$ cat src/rtl/assert_macros.svh
// ---------------------------------------------------------------------------
// Assertion macros
// Shared concurrent assertion forms, clocked on clk and held off in reset.
// ---------------------------------------------------------------------------
`ifndef ASSERT_MACROS_SVH
`define ASSERT_MACROS_SVH

// Same-cycle implication.
`define ASSERT_IMPLY(lbl, ante, cons, msg) \
    lbl: assert property (@(posedge clk) disable iff (!rst_n) (ante) |-> (cons)) \
        else $error(msg);

// Next-cycle implication.
`define ASSERT_NEXT(lbl, ante, cons, msg) \
    lbl: assert property (@(posedge clk) disable iff (!rst_n) (ante) |=> (cons)) \
        else $error(msg);

`endif

$ cat src/rtl/ceha_pkg.sv
// ---------------------------------------------------------------------------
// ceha_pkg
// Types and constants shared by the crash event hold alarm modules.
// ---------------------------------------------------------------------------
`default_nettype none

package ceha_pkg;

    localparam int unsigned HOLD_W  = 32;
    localparam int unsigned THR_W   = 15;
    localparam int unsigned VOTE_W  = 3;
    localparam int unsigned ACCEL_W = 16;
    localparam int unsigned CFG_IDX_W  = 2;
    localparam int unsigned CFG_DATA_W = 32;

    // Register indexes on the configuration port
    localparam logic [CFG_IDX_W-1:0] REG_HOLD_MS        = 2'd0;
    localparam logic [CFG_IDX_W-1:0] REG_TILT_THRESHOLD = 2'd1;
    localparam logic [CFG_IDX_W-1:0] REG_VOTE_MIN       = 2'd2;

    // Register reset values (tilt threshold is 0.6 g at 16384 counts per g)
    localparam logic [HOLD_W-1:0] HOLD_MS_RST        = 32'd10000;
    localparam logic [THR_W-1:0]  TILT_THRESHOLD_RST = 15'd9830;
    localparam logic [VOTE_W-1:0] VOTE_MIN_RST       = 3'd3;

    // Item kinds
    localparam logic ACTION_SAMPLE = 1'b0;
    localparam logic ACTION_BLINK  = 1'b1;

    // Detections raised by one sample
    typedef struct packed {
        logic tilt;
        logic front;
        logic left;
        logic right;
    } hits_t;

endpackage

`default_nettype wire

$ cat src/rtl/ceha_detect.sv
// ---------------------------------------------------------------------------
// ceha_detect
// Switch voting and accelerometer magnitude check for one sample.
// ---------------------------------------------------------------------------
`default_nettype none

module ceha_detect #(
    parameter int unsigned VOTE_SAMPLES = 5
) (
    input  wire logic [VOTE_SAMPLES-1:0]       front_samples,
    input  wire logic [VOTE_SAMPLES-1:0]       left_samples,
    input  wire logic [VOTE_SAMPLES-1:0]       right_samples,
    input  wire logic signed [ceha_pkg::ACCEL_W-1:0] accel_x_first,
    input  wire logic signed [ceha_pkg::ACCEL_W-1:0] accel_y_first,
    input  wire logic signed [ceha_pkg::ACCEL_W-1:0] accel_x_second,
    input  wire logic signed [ceha_pkg::ACCEL_W-1:0] accel_y_second,
    input  wire logic [ceha_pkg::THR_W-1:0]    tilt_threshold,
    input  wire logic [ceha_pkg::VOTE_W-1:0]   vote_min,
    output ceha_pkg::hits_t                    hits
);
    import ceha_pkg::*;

    localparam int unsigned CNT_W = $clog2(VOTE_SAMPLES + 1);
    localparam int unsigned CMP_W = (CNT_W > VOTE_W) ? CNT_W : VOTE_W;

    function automatic logic voted(input logic [VOTE_SAMPLES-1:0] bits,
                                   input logic [VOTE_W-1:0] need);
        logic [CNT_W-1:0] cnt;
        cnt = '0;
        for (int i = 0; i < VOTE_SAMPLES; i++)
        begin
            cnt = cnt + CNT_W'(bits[i]);
        end
        return CMP_W'(cnt) >= CMP_W'(need);
    endfunction

    // -32768 yields 32768, which is above any 15-bit threshold
    function automatic logic over(input logic signed [ACCEL_W-1:0] a,
                                  input logic [THR_W-1:0] thr);
        logic signed [ACCEL_W:0] ext;
        logic [ACCEL_W:0]        mag;
        ext = {a[ACCEL_W-1], a};
        mag = a[ACCEL_W-1] ? (ACCEL_W+1)'(-ext) : (ACCEL_W+1)'(ext);
        return mag > (ACCEL_W+1)'(thr);
    endfunction

    always_comb
    begin
        hits.tilt  = over(accel_x_first, tilt_threshold)
                   | over(accel_y_first, tilt_threshold)
                   | over(accel_x_second, tilt_threshold)
                   | over(accel_y_second, tilt_threshold);
        hits.front = voted(front_samples, vote_min);
        hits.left  = voted(left_samples, vote_min);
        hits.right = voted(right_samples, vote_min);
    end

endmodule

`default_nettype wire

$ cat src/rtl/crash_event_hold_alarm_unit.sv
// ---------------------------------------------------------------------------
// crash_event_hold_alarm_unit
// Collision and tilt event hold with one-shot alert, buzzer and LED blink.
// ---------------------------------------------------------------------------
// Takes one item per clock when the output side keeps up. An accepted item is
// captured in an input register, evaluated against the event state when the
// result register is free and shown from the result register. Throughput
// is set by the single state update per cycle that every item makes (stamps,
// alert latch, buzzer level, blink phase); the input register takes one more
// item while a finished result waits to be taken, then holds off the input.
// Event stamps count only once their valid bit is set, so nothing is active
// after reset. Configuration is written through cfg_we/cfg_index/cfg_data;
// the user must write it only while the unit is idle, which the unit itself
// does not enforce. An index beyond the register list is ignored.
`default_nettype none

`include "assert_macros.svh"

module crash_event_hold_alarm_unit #(
    parameter int unsigned VOTE_SAMPLES = 5
) (
    input  wire logic                                clk,
    input  wire logic                                rst_n,

    input  wire logic                                cfg_we,
    input  wire logic [ceha_pkg::CFG_IDX_W-1:0]      cfg_index,
    input  wire logic [ceha_pkg::CFG_DATA_W-1:0]     cfg_data,

    input  wire logic                                in_valid,
    output logic                                     in_ready,
    input  wire logic                                action,
    input  wire logic [ceha_pkg::HOLD_W-1:0]         now_ms,
    input  wire logic [VOTE_SAMPLES-1:0]             front_samples,
    input  wire logic [VOTE_SAMPLES-1:0]             left_samples,
    input  wire logic [VOTE_SAMPLES-1:0]             right_samples,
    input  wire logic signed [ceha_pkg::ACCEL_W-1:0] accel_x_first,
    input  wire logic signed [ceha_pkg::ACCEL_W-1:0] accel_y_first,
    input  wire logic signed [ceha_pkg::ACCEL_W-1:0] accel_x_second,
    input  wire logic signed [ceha_pkg::ACCEL_W-1:0] accel_y_second,

    output logic                                     out_valid,
    input  wire logic                                out_ready,
    output logic                                     tilt_active,
    output logic                                     front_active,
    output logic                                     left_active,
    output logic                                     right_active,
    output logic                                     all_safe,
    output logic                                     send_alert,
    output logic                                     buzzer_on,
    output logic                                     front_led,
    output logic                                     left_led,
    output logic                                     right_led
);
    import ceha_pkg::*;

    typedef struct packed {
        logic tilt_active;
        logic front_active;
        logic left_active;
        logic right_active;
        logic all_safe;
        logic send_alert;
        logic buzzer_on;
        logic front_led;
        logic left_led;
        logic right_led;
    } result_t;

    // Valid bit positions
    localparam int unsigned V_TILT   = 0;
    localparam int unsigned V_FRONT  = 1;
    localparam int unsigned V_LEFT   = 2;
    localparam int unsigned V_RIGHT  = 3;
    localparam int unsigned V_BUZZER = 4;
    localparam int unsigned NUM_V    = 5;

    // Configuration
    logic [HOLD_W-1:0] hold_ms_reg;
    logic [THR_W-1:0]  tilt_threshold_reg;
    logic [VOTE_W-1:0] vote_min_reg;

    // Input register
    logic                      s1_valid_reg;
    logic                      s1_action_reg;
    logic [HOLD_W-1:0]         s1_now_reg;
    logic [VOTE_SAMPLES-1:0]   s1_front_reg;
    logic [VOTE_SAMPLES-1:0]   s1_left_reg;
    logic [VOTE_SAMPLES-1:0]   s1_right_reg;
    logic signed [ACCEL_W-1:0] s1_ax1_reg;
    logic signed [ACCEL_W-1:0] s1_ay1_reg;
    logic signed [ACCEL_W-1:0] s1_ax2_reg;
    logic signed [ACCEL_W-1:0] s1_ay2_reg;

    // Event state
    logic [HOLD_W-1:0] tilt_stamp_reg,   tilt_stamp_next;
    logic [HOLD_W-1:0] front_stamp_reg,  front_stamp_next;
    logic [HOLD_W-1:0] left_stamp_reg,   left_stamp_next;
    logic [HOLD_W-1:0] right_stamp_reg,  right_stamp_next;
    logic [HOLD_W-1:0] buzzer_stamp_reg, buzzer_stamp_next;
    logic [NUM_V-1:0]  stamp_valid_reg,  stamp_valid_next;
    logic              alert_latched_reg, alert_latched_next;
    logic              blink_phase_reg,   blink_phase_next;
    logic              buzzer_reg,        buzzer_next;

    // Result register
    logic    out_valid_reg;
    result_t result_reg, result_next;

    hits_t hits;
    logic  advance;
    logic  fire;
    logic  take;
    logic  is_blink;
    logic  ta, fa, la, ra, safe;

    function automatic logic live(input logic valid, input logic [HOLD_W-1:0] stamp,
                                  input logic [HOLD_W-1:0] now,
                                  input logic [HOLD_W-1:0] hold);
        logic [HOLD_W-1:0] age;
        age = now - stamp;
        return valid && (age < hold);
    endfunction

    ceha_detect #(
        .VOTE_SAMPLES (VOTE_SAMPLES)
    ) u_detect (
        .front_samples  (s1_front_reg),
        .left_samples   (s1_left_reg),
        .right_samples  (s1_right_reg),
        .accel_x_first  (s1_ax1_reg),
        .accel_y_first  (s1_ay1_reg),
        .accel_x_second (s1_ax2_reg),
        .accel_y_second (s1_ay2_reg),
        .tilt_threshold (tilt_threshold_reg),
        .vote_min       (vote_min_reg),
        .hits           (hits)
    );

    assign advance  = !out_valid_reg || out_ready;
    assign fire     = s1_valid_reg && advance;
    assign in_ready = !s1_valid_reg || advance;
    assign take     = in_valid && in_ready;
    assign is_blink = (s1_action_reg == ACTION_BLINK);

    always_comb
    begin
        tilt_stamp_next    = tilt_stamp_reg;
        front_stamp_next   = front_stamp_reg;
        left_stamp_next    = left_stamp_reg;
        right_stamp_next   = right_stamp_reg;
        buzzer_stamp_next  = buzzer_stamp_reg;
        stamp_valid_next   = stamp_valid_reg;
        alert_latched_next = alert_latched_reg;
        buzzer_next        = buzzer_reg;
        blink_phase_next   = blink_phase_reg ^ is_blink;
        result_next        = '0;

        if (!is_blink)
        begin
            if (hits.tilt)
            begin
                tilt_stamp_next          = s1_now_reg;
                stamp_valid_next[V_TILT] = 1'b1;
            end
            if (hits.front)
            begin
                front_stamp_next          = s1_now_reg;
                stamp_valid_next[V_FRONT] = 1'b1;
            end
            if (hits.left)
            begin
                left_stamp_next          = s1_now_reg;
                stamp_valid_next[V_LEFT] = 1'b1;
            end
            if (hits.right)
            begin
                right_stamp_next          = s1_now_reg;
                stamp_valid_next[V_RIGHT] = 1'b1;
            end
        end

        ta = live(stamp_valid_next[V_TILT],  tilt_stamp_next,  s1_now_reg, hold_ms_reg);
        fa = live(stamp_valid_next[V_FRONT], front_stamp_next, s1_now_reg, hold_ms_reg);
        la = live(stamp_valid_next[V_LEFT],  left_stamp_next,  s1_now_reg, hold_ms_reg);
        ra = live(stamp_valid_next[V_RIGHT], right_stamp_next, s1_now_reg, hold_ms_reg);
        safe = !(ta || fa || la || ra);

        if (!is_blink)
        begin
            // Clear the latch when calm; raise the alert on the first unsafe sample
            if (safe)
            begin
                alert_latched_next = 1'b0;
            end
            else if (!alert_latched_reg)
            begin
                buzzer_stamp_next          = s1_now_reg;
                stamp_valid_next[V_BUZZER] = 1'b1;
                alert_latched_next         = 1'b1;
                result_next.send_alert     = 1'b1;
            end
            buzzer_next = !safe && live(stamp_valid_next[V_BUZZER], buzzer_stamp_next,
                                        s1_now_reg, hold_ms_reg);
        end

        result_next.tilt_active  = ta;
        result_next.front_active = fa;
        result_next.left_active  = la;
        result_next.right_active = ra;
        result_next.all_safe     = safe;
        result_next.buzzer_on    = buzzer_next;
        result_next.front_led    = fa && blink_phase_next;
        result_next.left_led     = la && blink_phase_next;
        result_next.right_led    = ra && blink_phase_next;
    end

    always_ff @(posedge clk or negedge rst_n)
    begin
        if (!rst_n)
        begin
            hold_ms_reg        <= HOLD_MS_RST;
            tilt_threshold_reg <= TILT_THRESHOLD_RST;
            vote_min_reg       <= VOTE_MIN_RST;
        end
        else if (cfg_we)
        begin
            if (cfg_index == REG_HOLD_MS)
            begin
                hold_ms_reg <= cfg_data[HOLD_W-1:0];
            end
            if (cfg_index == REG_TILT_THRESHOLD)
            begin
                tilt_threshold_reg <= cfg_data[THR_W-1:0];
            end
            if (cfg_index == REG_VOTE_MIN)
            begin
                vote_min_reg <= cfg_data[VOTE_W-1:0];
            end
        end
    end

    always_ff @(posedge clk or negedge rst_n)
    begin
        if (!rst_n)
        begin
            s1_valid_reg      <= 1'b0;
            out_valid_reg     <= 1'b0;
            tilt_stamp_reg    <= '0;
            front_stamp_reg   <= '0;
            left_stamp_reg    <= '0;
            right_stamp_reg   <= '0;
            buzzer_stamp_reg  <= '0;
            stamp_valid_reg   <= '0;
            alert_latched_reg <= 1'b0;
            blink_phase_reg   <= 1'b0;
            buzzer_reg        <= 1'b0;
        end
        else
        begin
            if (take)
            begin
                s1_valid_reg <= 1'b1;
            end
            else if (fire)
            begin
                s1_valid_reg <= 1'b0;
            end

            if (fire)
            begin
                out_valid_reg     <= 1'b1;
                tilt_stamp_reg    <= tilt_stamp_next;
                front_stamp_reg   <= front_stamp_next;
                left_stamp_reg    <= left_stamp_next;
                right_stamp_reg   <= right_stamp_next;
                buzzer_stamp_reg  <= buzzer_stamp_next;
                stamp_valid_reg   <= stamp_valid_next;
                alert_latched_reg <= alert_latched_next;
                blink_phase_reg   <= blink_phase_next;
                buzzer_reg        <= buzzer_next;
            end
            else if (out_ready)
            begin
                out_valid_reg <= 1'b0;
            end
        end
    end

    // Payload registers
    always_ff @(posedge clk)
    begin
        if (take)
        begin
            s1_action_reg <= action;
            s1_now_reg    <= now_ms;
            s1_front_reg  <= front_samples;
            s1_left_reg   <= left_samples;
            s1_right_reg  <= right_samples;
            s1_ax1_reg    <= accel_x_first;
            s1_ay1_reg    <= accel_y_first;
            s1_ax2_reg    <= accel_x_second;
            s1_ay2_reg    <= accel_y_second;
        end
        if (fire)
        begin
            result_reg <= result_next;
        end
    end

    assign out_valid    = out_valid_reg;
    assign tilt_active  = result_reg.tilt_active;
    assign front_active = result_reg.front_active;
    assign left_active  = result_reg.left_active;
    assign right_active = result_reg.right_active;
    assign all_safe     = result_reg.all_safe;
    assign send_alert   = result_reg.send_alert;
    assign buzzer_on    = result_reg.buzzer_on;
    assign front_led    = result_reg.front_led;
    assign left_led     = result_reg.left_led;
    assign right_led    = result_reg.right_led;

    `ASSERT_IMPLY(a_stall_only_when_full, !in_ready,
                  s1_valid_reg && out_valid_reg && !out_ready,
                  "input stalled while the pipeline can move")
    `ASSERT_IMPLY(a_alert_not_safe, out_valid_reg && result_reg.send_alert,
                  !result_reg.all_safe && alert_latched_reg,
                  "alert shown while safe or without the latch set")
    `ASSERT_IMPLY(a_led_needs_event,
                  out_valid_reg && (result_reg.front_led || result_reg.left_led
                                    || result_reg.right_led),
                  (!result_reg.front_led || result_reg.front_active)
                  && (!result_reg.left_led || result_reg.left_active)
                  && (!result_reg.right_led || result_reg.right_active),
                  "LED lit for an inactive collision")
    `ASSERT_NEXT(a_fire_shows_result, fire, out_valid_reg,
                 "evaluated item did not reach the result register")

endmodule

`default_nettype wire

$ cat config.mk
export PLATFORM = sky130hd
export DESIGN_NAME = crash_event_hold_alarm_unit
export DESIGN_NICKNAME = d
export VERILOG_FILES = /design/src/rtl/ceha_pkg.sv /design/src/rtl/ceha_detect.sv /design/src/rtl/crash_event_hold_alarm_unit.sv
export VERILOG_INCLUDE_DIRS = /design/src /design/src/rtl
export SDC_FILE = /design/constraint.sdc
export NUM_CORES = 1
export LEC_CHECK = 0
export BUFFER_PORTS_ARGS = -buffer_cell sky130_fd_sc_hd__buf_2
export CAP_MARGIN = 0
export CORE_ASPECT_RATIO = 1.5
export CORE_UTILIZATION = 41
export CTS_CLUSTER_DIAMETER = 120
export DETAILED_ROUTE_END_ITERATION = 16
export PLACE_DENSITY = 0.67
export SYNTH_ARGS = -nofsm -noshare
export SYNTH_HDL_FRONTEND = slang
export SYNTH_SLANG_ARGS = --single-unit
$ cat constraint.sdc
create_clock -name clk -period 12.07 [get_ports clk]
set_input_delay 2.414 -clock clk [delete_from_list [all_inputs] [get_ports clk]]
set_output_delay 2.414 -clock clk [all_outputs]
set_load 0.02 [all_outputs]
==> results.md <==
* Area delta synth->final at 28.4%
* Final Critical Period at roughly 12000 ps
* Ys Warns at 0
* #FFs+latches synth at roughly 340
* Clock root buffer: clkbuf_16
* Slew Limit Fails at 0
* Initial antenna violation count at 1
* First-pass GRT wire length at approximately 130000 µm
* # rows at between 100 and 150
* Antenna fix cells at 0
* CP dominant cell by count: buf_4
* Final HPWL from detailed placement at around 65000 µm
* CP endpoint kind: flop
* Via count at roughly 24000
* Peak VDD IR at 0.000161 V
* FF-to-FF setup slack at -220 ps
* P per Cell Area at ~310 nW/µm²
* WS Path Type: flop to flop
* Detail Route Antenna Nets at 0
* RSZ-0062 raised after global routing: true
* Final setup viols at 2
* FF-to-FF Start: s1_ax1_reg[3]
* Leakage at about 16 nW
* DR pass1 iterations at 5
* Peak Freq at 0.0813 GHz
* Post-synth top flop: dfrtp_1
* Global placement routability congestion at between 0.9 and 1
* Hold path startpoint: stamp_valid_reg[4]
* Pin count of the biggest net entering global routing at about 100
* Mapped Cells at 2717
* Syn Nets at 3268
* Hold path depth at 2
* Dpl ws at -1450 ps
* Die H at between 300 and 400 µm
* CTS Buf Count at 40
* CTS tree: yes
* Util after Layout at 0.533
* DR iter-0 viols at ~1000
* Final clock skew at approximately 39 ps
* Die X at around 210 µm
* CP max stage delay at around 550 ps
* CP max stage cell: or4_4
* CTS hold repair buffers at 0
* Vias per cell at between 5 and 6
* Min-Delay Endpoint: stamp_valid_reg[4]
* Req. time, crit path at between 10000 and 15000 ps
* R2R depth at between 60 and 70
* Maxcap violations at 0
* Gr ovfl total at 0
* Least-Margin Pin Slew at roughly 1100 ps
* HP Class: flop to flop
* EDFF count, synth at roughly 120
* Ports at 163
* Final Power at about 11 mW
* Vias in the first global route at 24000
* Mapped Avg Cell Area at around 10 µm²
* Violated checks: negative setup slack
* Period utilisation layout at 1.02
* Core area at 65800 µm²
* Worst-Skew Late Latency at ~600 ps
* Htree depth at 2
* Nets at 3900
* Synth cell types at slightly below 80
* Clk pin slew, worst setup/hold paths at 70 ps
* Worst-path fanout max at 5
* Drt drc at 0
* Overall Global Routing Usage at 0.249
* Max clock buf depth at 3
* Worst slew margin at 0.297
* Sink Count at 342
* FFs w/ async S/R, synth at 0.643
* Detailed Route WL at between 80000 and 90000 µm
* Post-synth design cell area at ~27000 µm²
* Wire length per cell at 20.1 µm
* Initial Utilization at 0.415
* Filler Cells Inserted at between 5000 and 6000
* Hold Fails Final Rpt at 0
* PnR worst setup slack at -223 ps
* Status: finished, violations left
* Sequential-to-total area share from yosys stat at 0.336
* CP Launch Type: flop
* Layout cells sized above 1 at 0.322
* IO Port Bufs at roughly 160
* Die area at roughly 68000 µm²
* Worst r2r dst: buzzer_reg
* Critical path arrival at ~13000 ps
[kinds of logic (layout without fill, tap and decap cells)]
| logic type | Yosys count | in the layout | share of synthesized area |
|---|---|---|---|
| compound gates | 648 | 648 | 0.152 |
| simple gates | 599 | 599 | 0.109 |
| fa+ha+maj | 400 | 400 | 0.186 |
| flops | 342 | 342 | 0.336 |
| mux | 326 | 326 | 0.128 |
| buf+inv | 218 | 882 | 0.0301 |
| xor+xnor | 184 | 184 | 0.0590 |
[layout by cell type, fill, tap and decap left out, types with 122 or more instances in the layout]
| cell | n |
|---|---|
| a21oi_1 | 156 |
| buf_2 | 161 |
| buf_4 | 490 |
| dfrtp_1 | 206 |
| edfxtp_1 | 122 |
| ha_1 | 379 |
| inv_1 | 138 |
| mux2_2 | 177 |
| mux2i_1 | 144 |
| nand2_1 | 175 |
| o21ai_0 | 131 |
| xnor2_1 | 136 |
[synthesized netlist by cell type, types with 44 or more instances]
library cell | n | area share
ha_1 | 389 | 0.18
dfrtp_1 | 206 | 0.19
a21oi_1 | 181 | 0.033
nand2_1 | 179 | 0.025
mux2_2 | 178 | 0.073
o21ai_0 | 153 | 0.028
mux2i_1 | 148 | 0.054
inv_1 | 138 | 0.019
xnor2_1 | 137 | 0.044
nor2_1 | 127 | 0.017
edfxtp_1 | 122 | 0.13
a21o_1 | 90 | 0.025
nand3_1 | 47 | 0.0086
xor2_1 | 47 | 0.015
clkbuf_1 | 45 | 0.0062
nor2b_1 | 44 | 0.010
[worst max-delay path: cells and delay by family (launching register included)]
kind                       cells  cell delay (ps)
AOI/OAI and AO/OA             29             5440
and+or+nand+nor               21             3200
adders and majority gates      5             1480
buffers and inverters          9             1280
DFF                            1              400
muxes                          2              380
xor gates and xnor gates       1               70
[power by group]
group,internal [mW],total (mW),leakage [nW],switching [mW]
clock,0.727,1.27,0.663,0.544
combinational,3.92,7.85,11.6,3.93
sequential,1.57,1.79,3.76,0.218
[metal layers]
metal,GRT usage,share of wire
met4,0.150,0.066
met2,0.474,0.53
met5,0,0.00016
met3,0.0348,0.039
met1,0.251,0.37
[what timing repair did]
action / in CTS / in global routing
resized for setup: 140 / 56
endpoints found under the setup margin: 2 / 2
pin swaps: 93 / 68
setup buffers: 35 / 22
[how the worst max path moves through the flow]
stage,from,to,depth (start not counted)
6_report,s1_ax1_reg[3],buzzer_reg,67
2_1_floorplan,s1_ax1_reg[4],buzzer_reg,61
4_1_cts,s1_ax1_reg[3],buzzer_on,63
3_3_place_gp,s1_ax1_reg[4],buzzer_reg,65
5_1_grt,s1_right_reg[0],buzzer_reg,67
3_5_place_dp,s1_ax1_reg[4],buzzer_on,65
[per-stage QoR]
step	cell area [µm²]	TNS (ps)	cells	hold WS [ps]
after floorplan	27400	0	2717	415
after global placement	32400	-2680	4129	430
after detailed placement	32400	-2900	4129	443
after CTS	34600	0	4236	460
after global routing	35100	-1700	4258	474
final	35100	-435	4258	457
[cell type report]
cell class,instances,area (µm²),area share
Multi-Input combinational cell,2157,18200,0.519
Tap cell,877,1100,0.0313
Clock buffer,53,1160,0.0332
Clock inverter,21,188,0.00535
Sequential cell,342,9190,0.262
Timing Repair Buffer,670,4730,0.135
Inverter,138,518,0.0148
(Power assumes the default switching activity.)
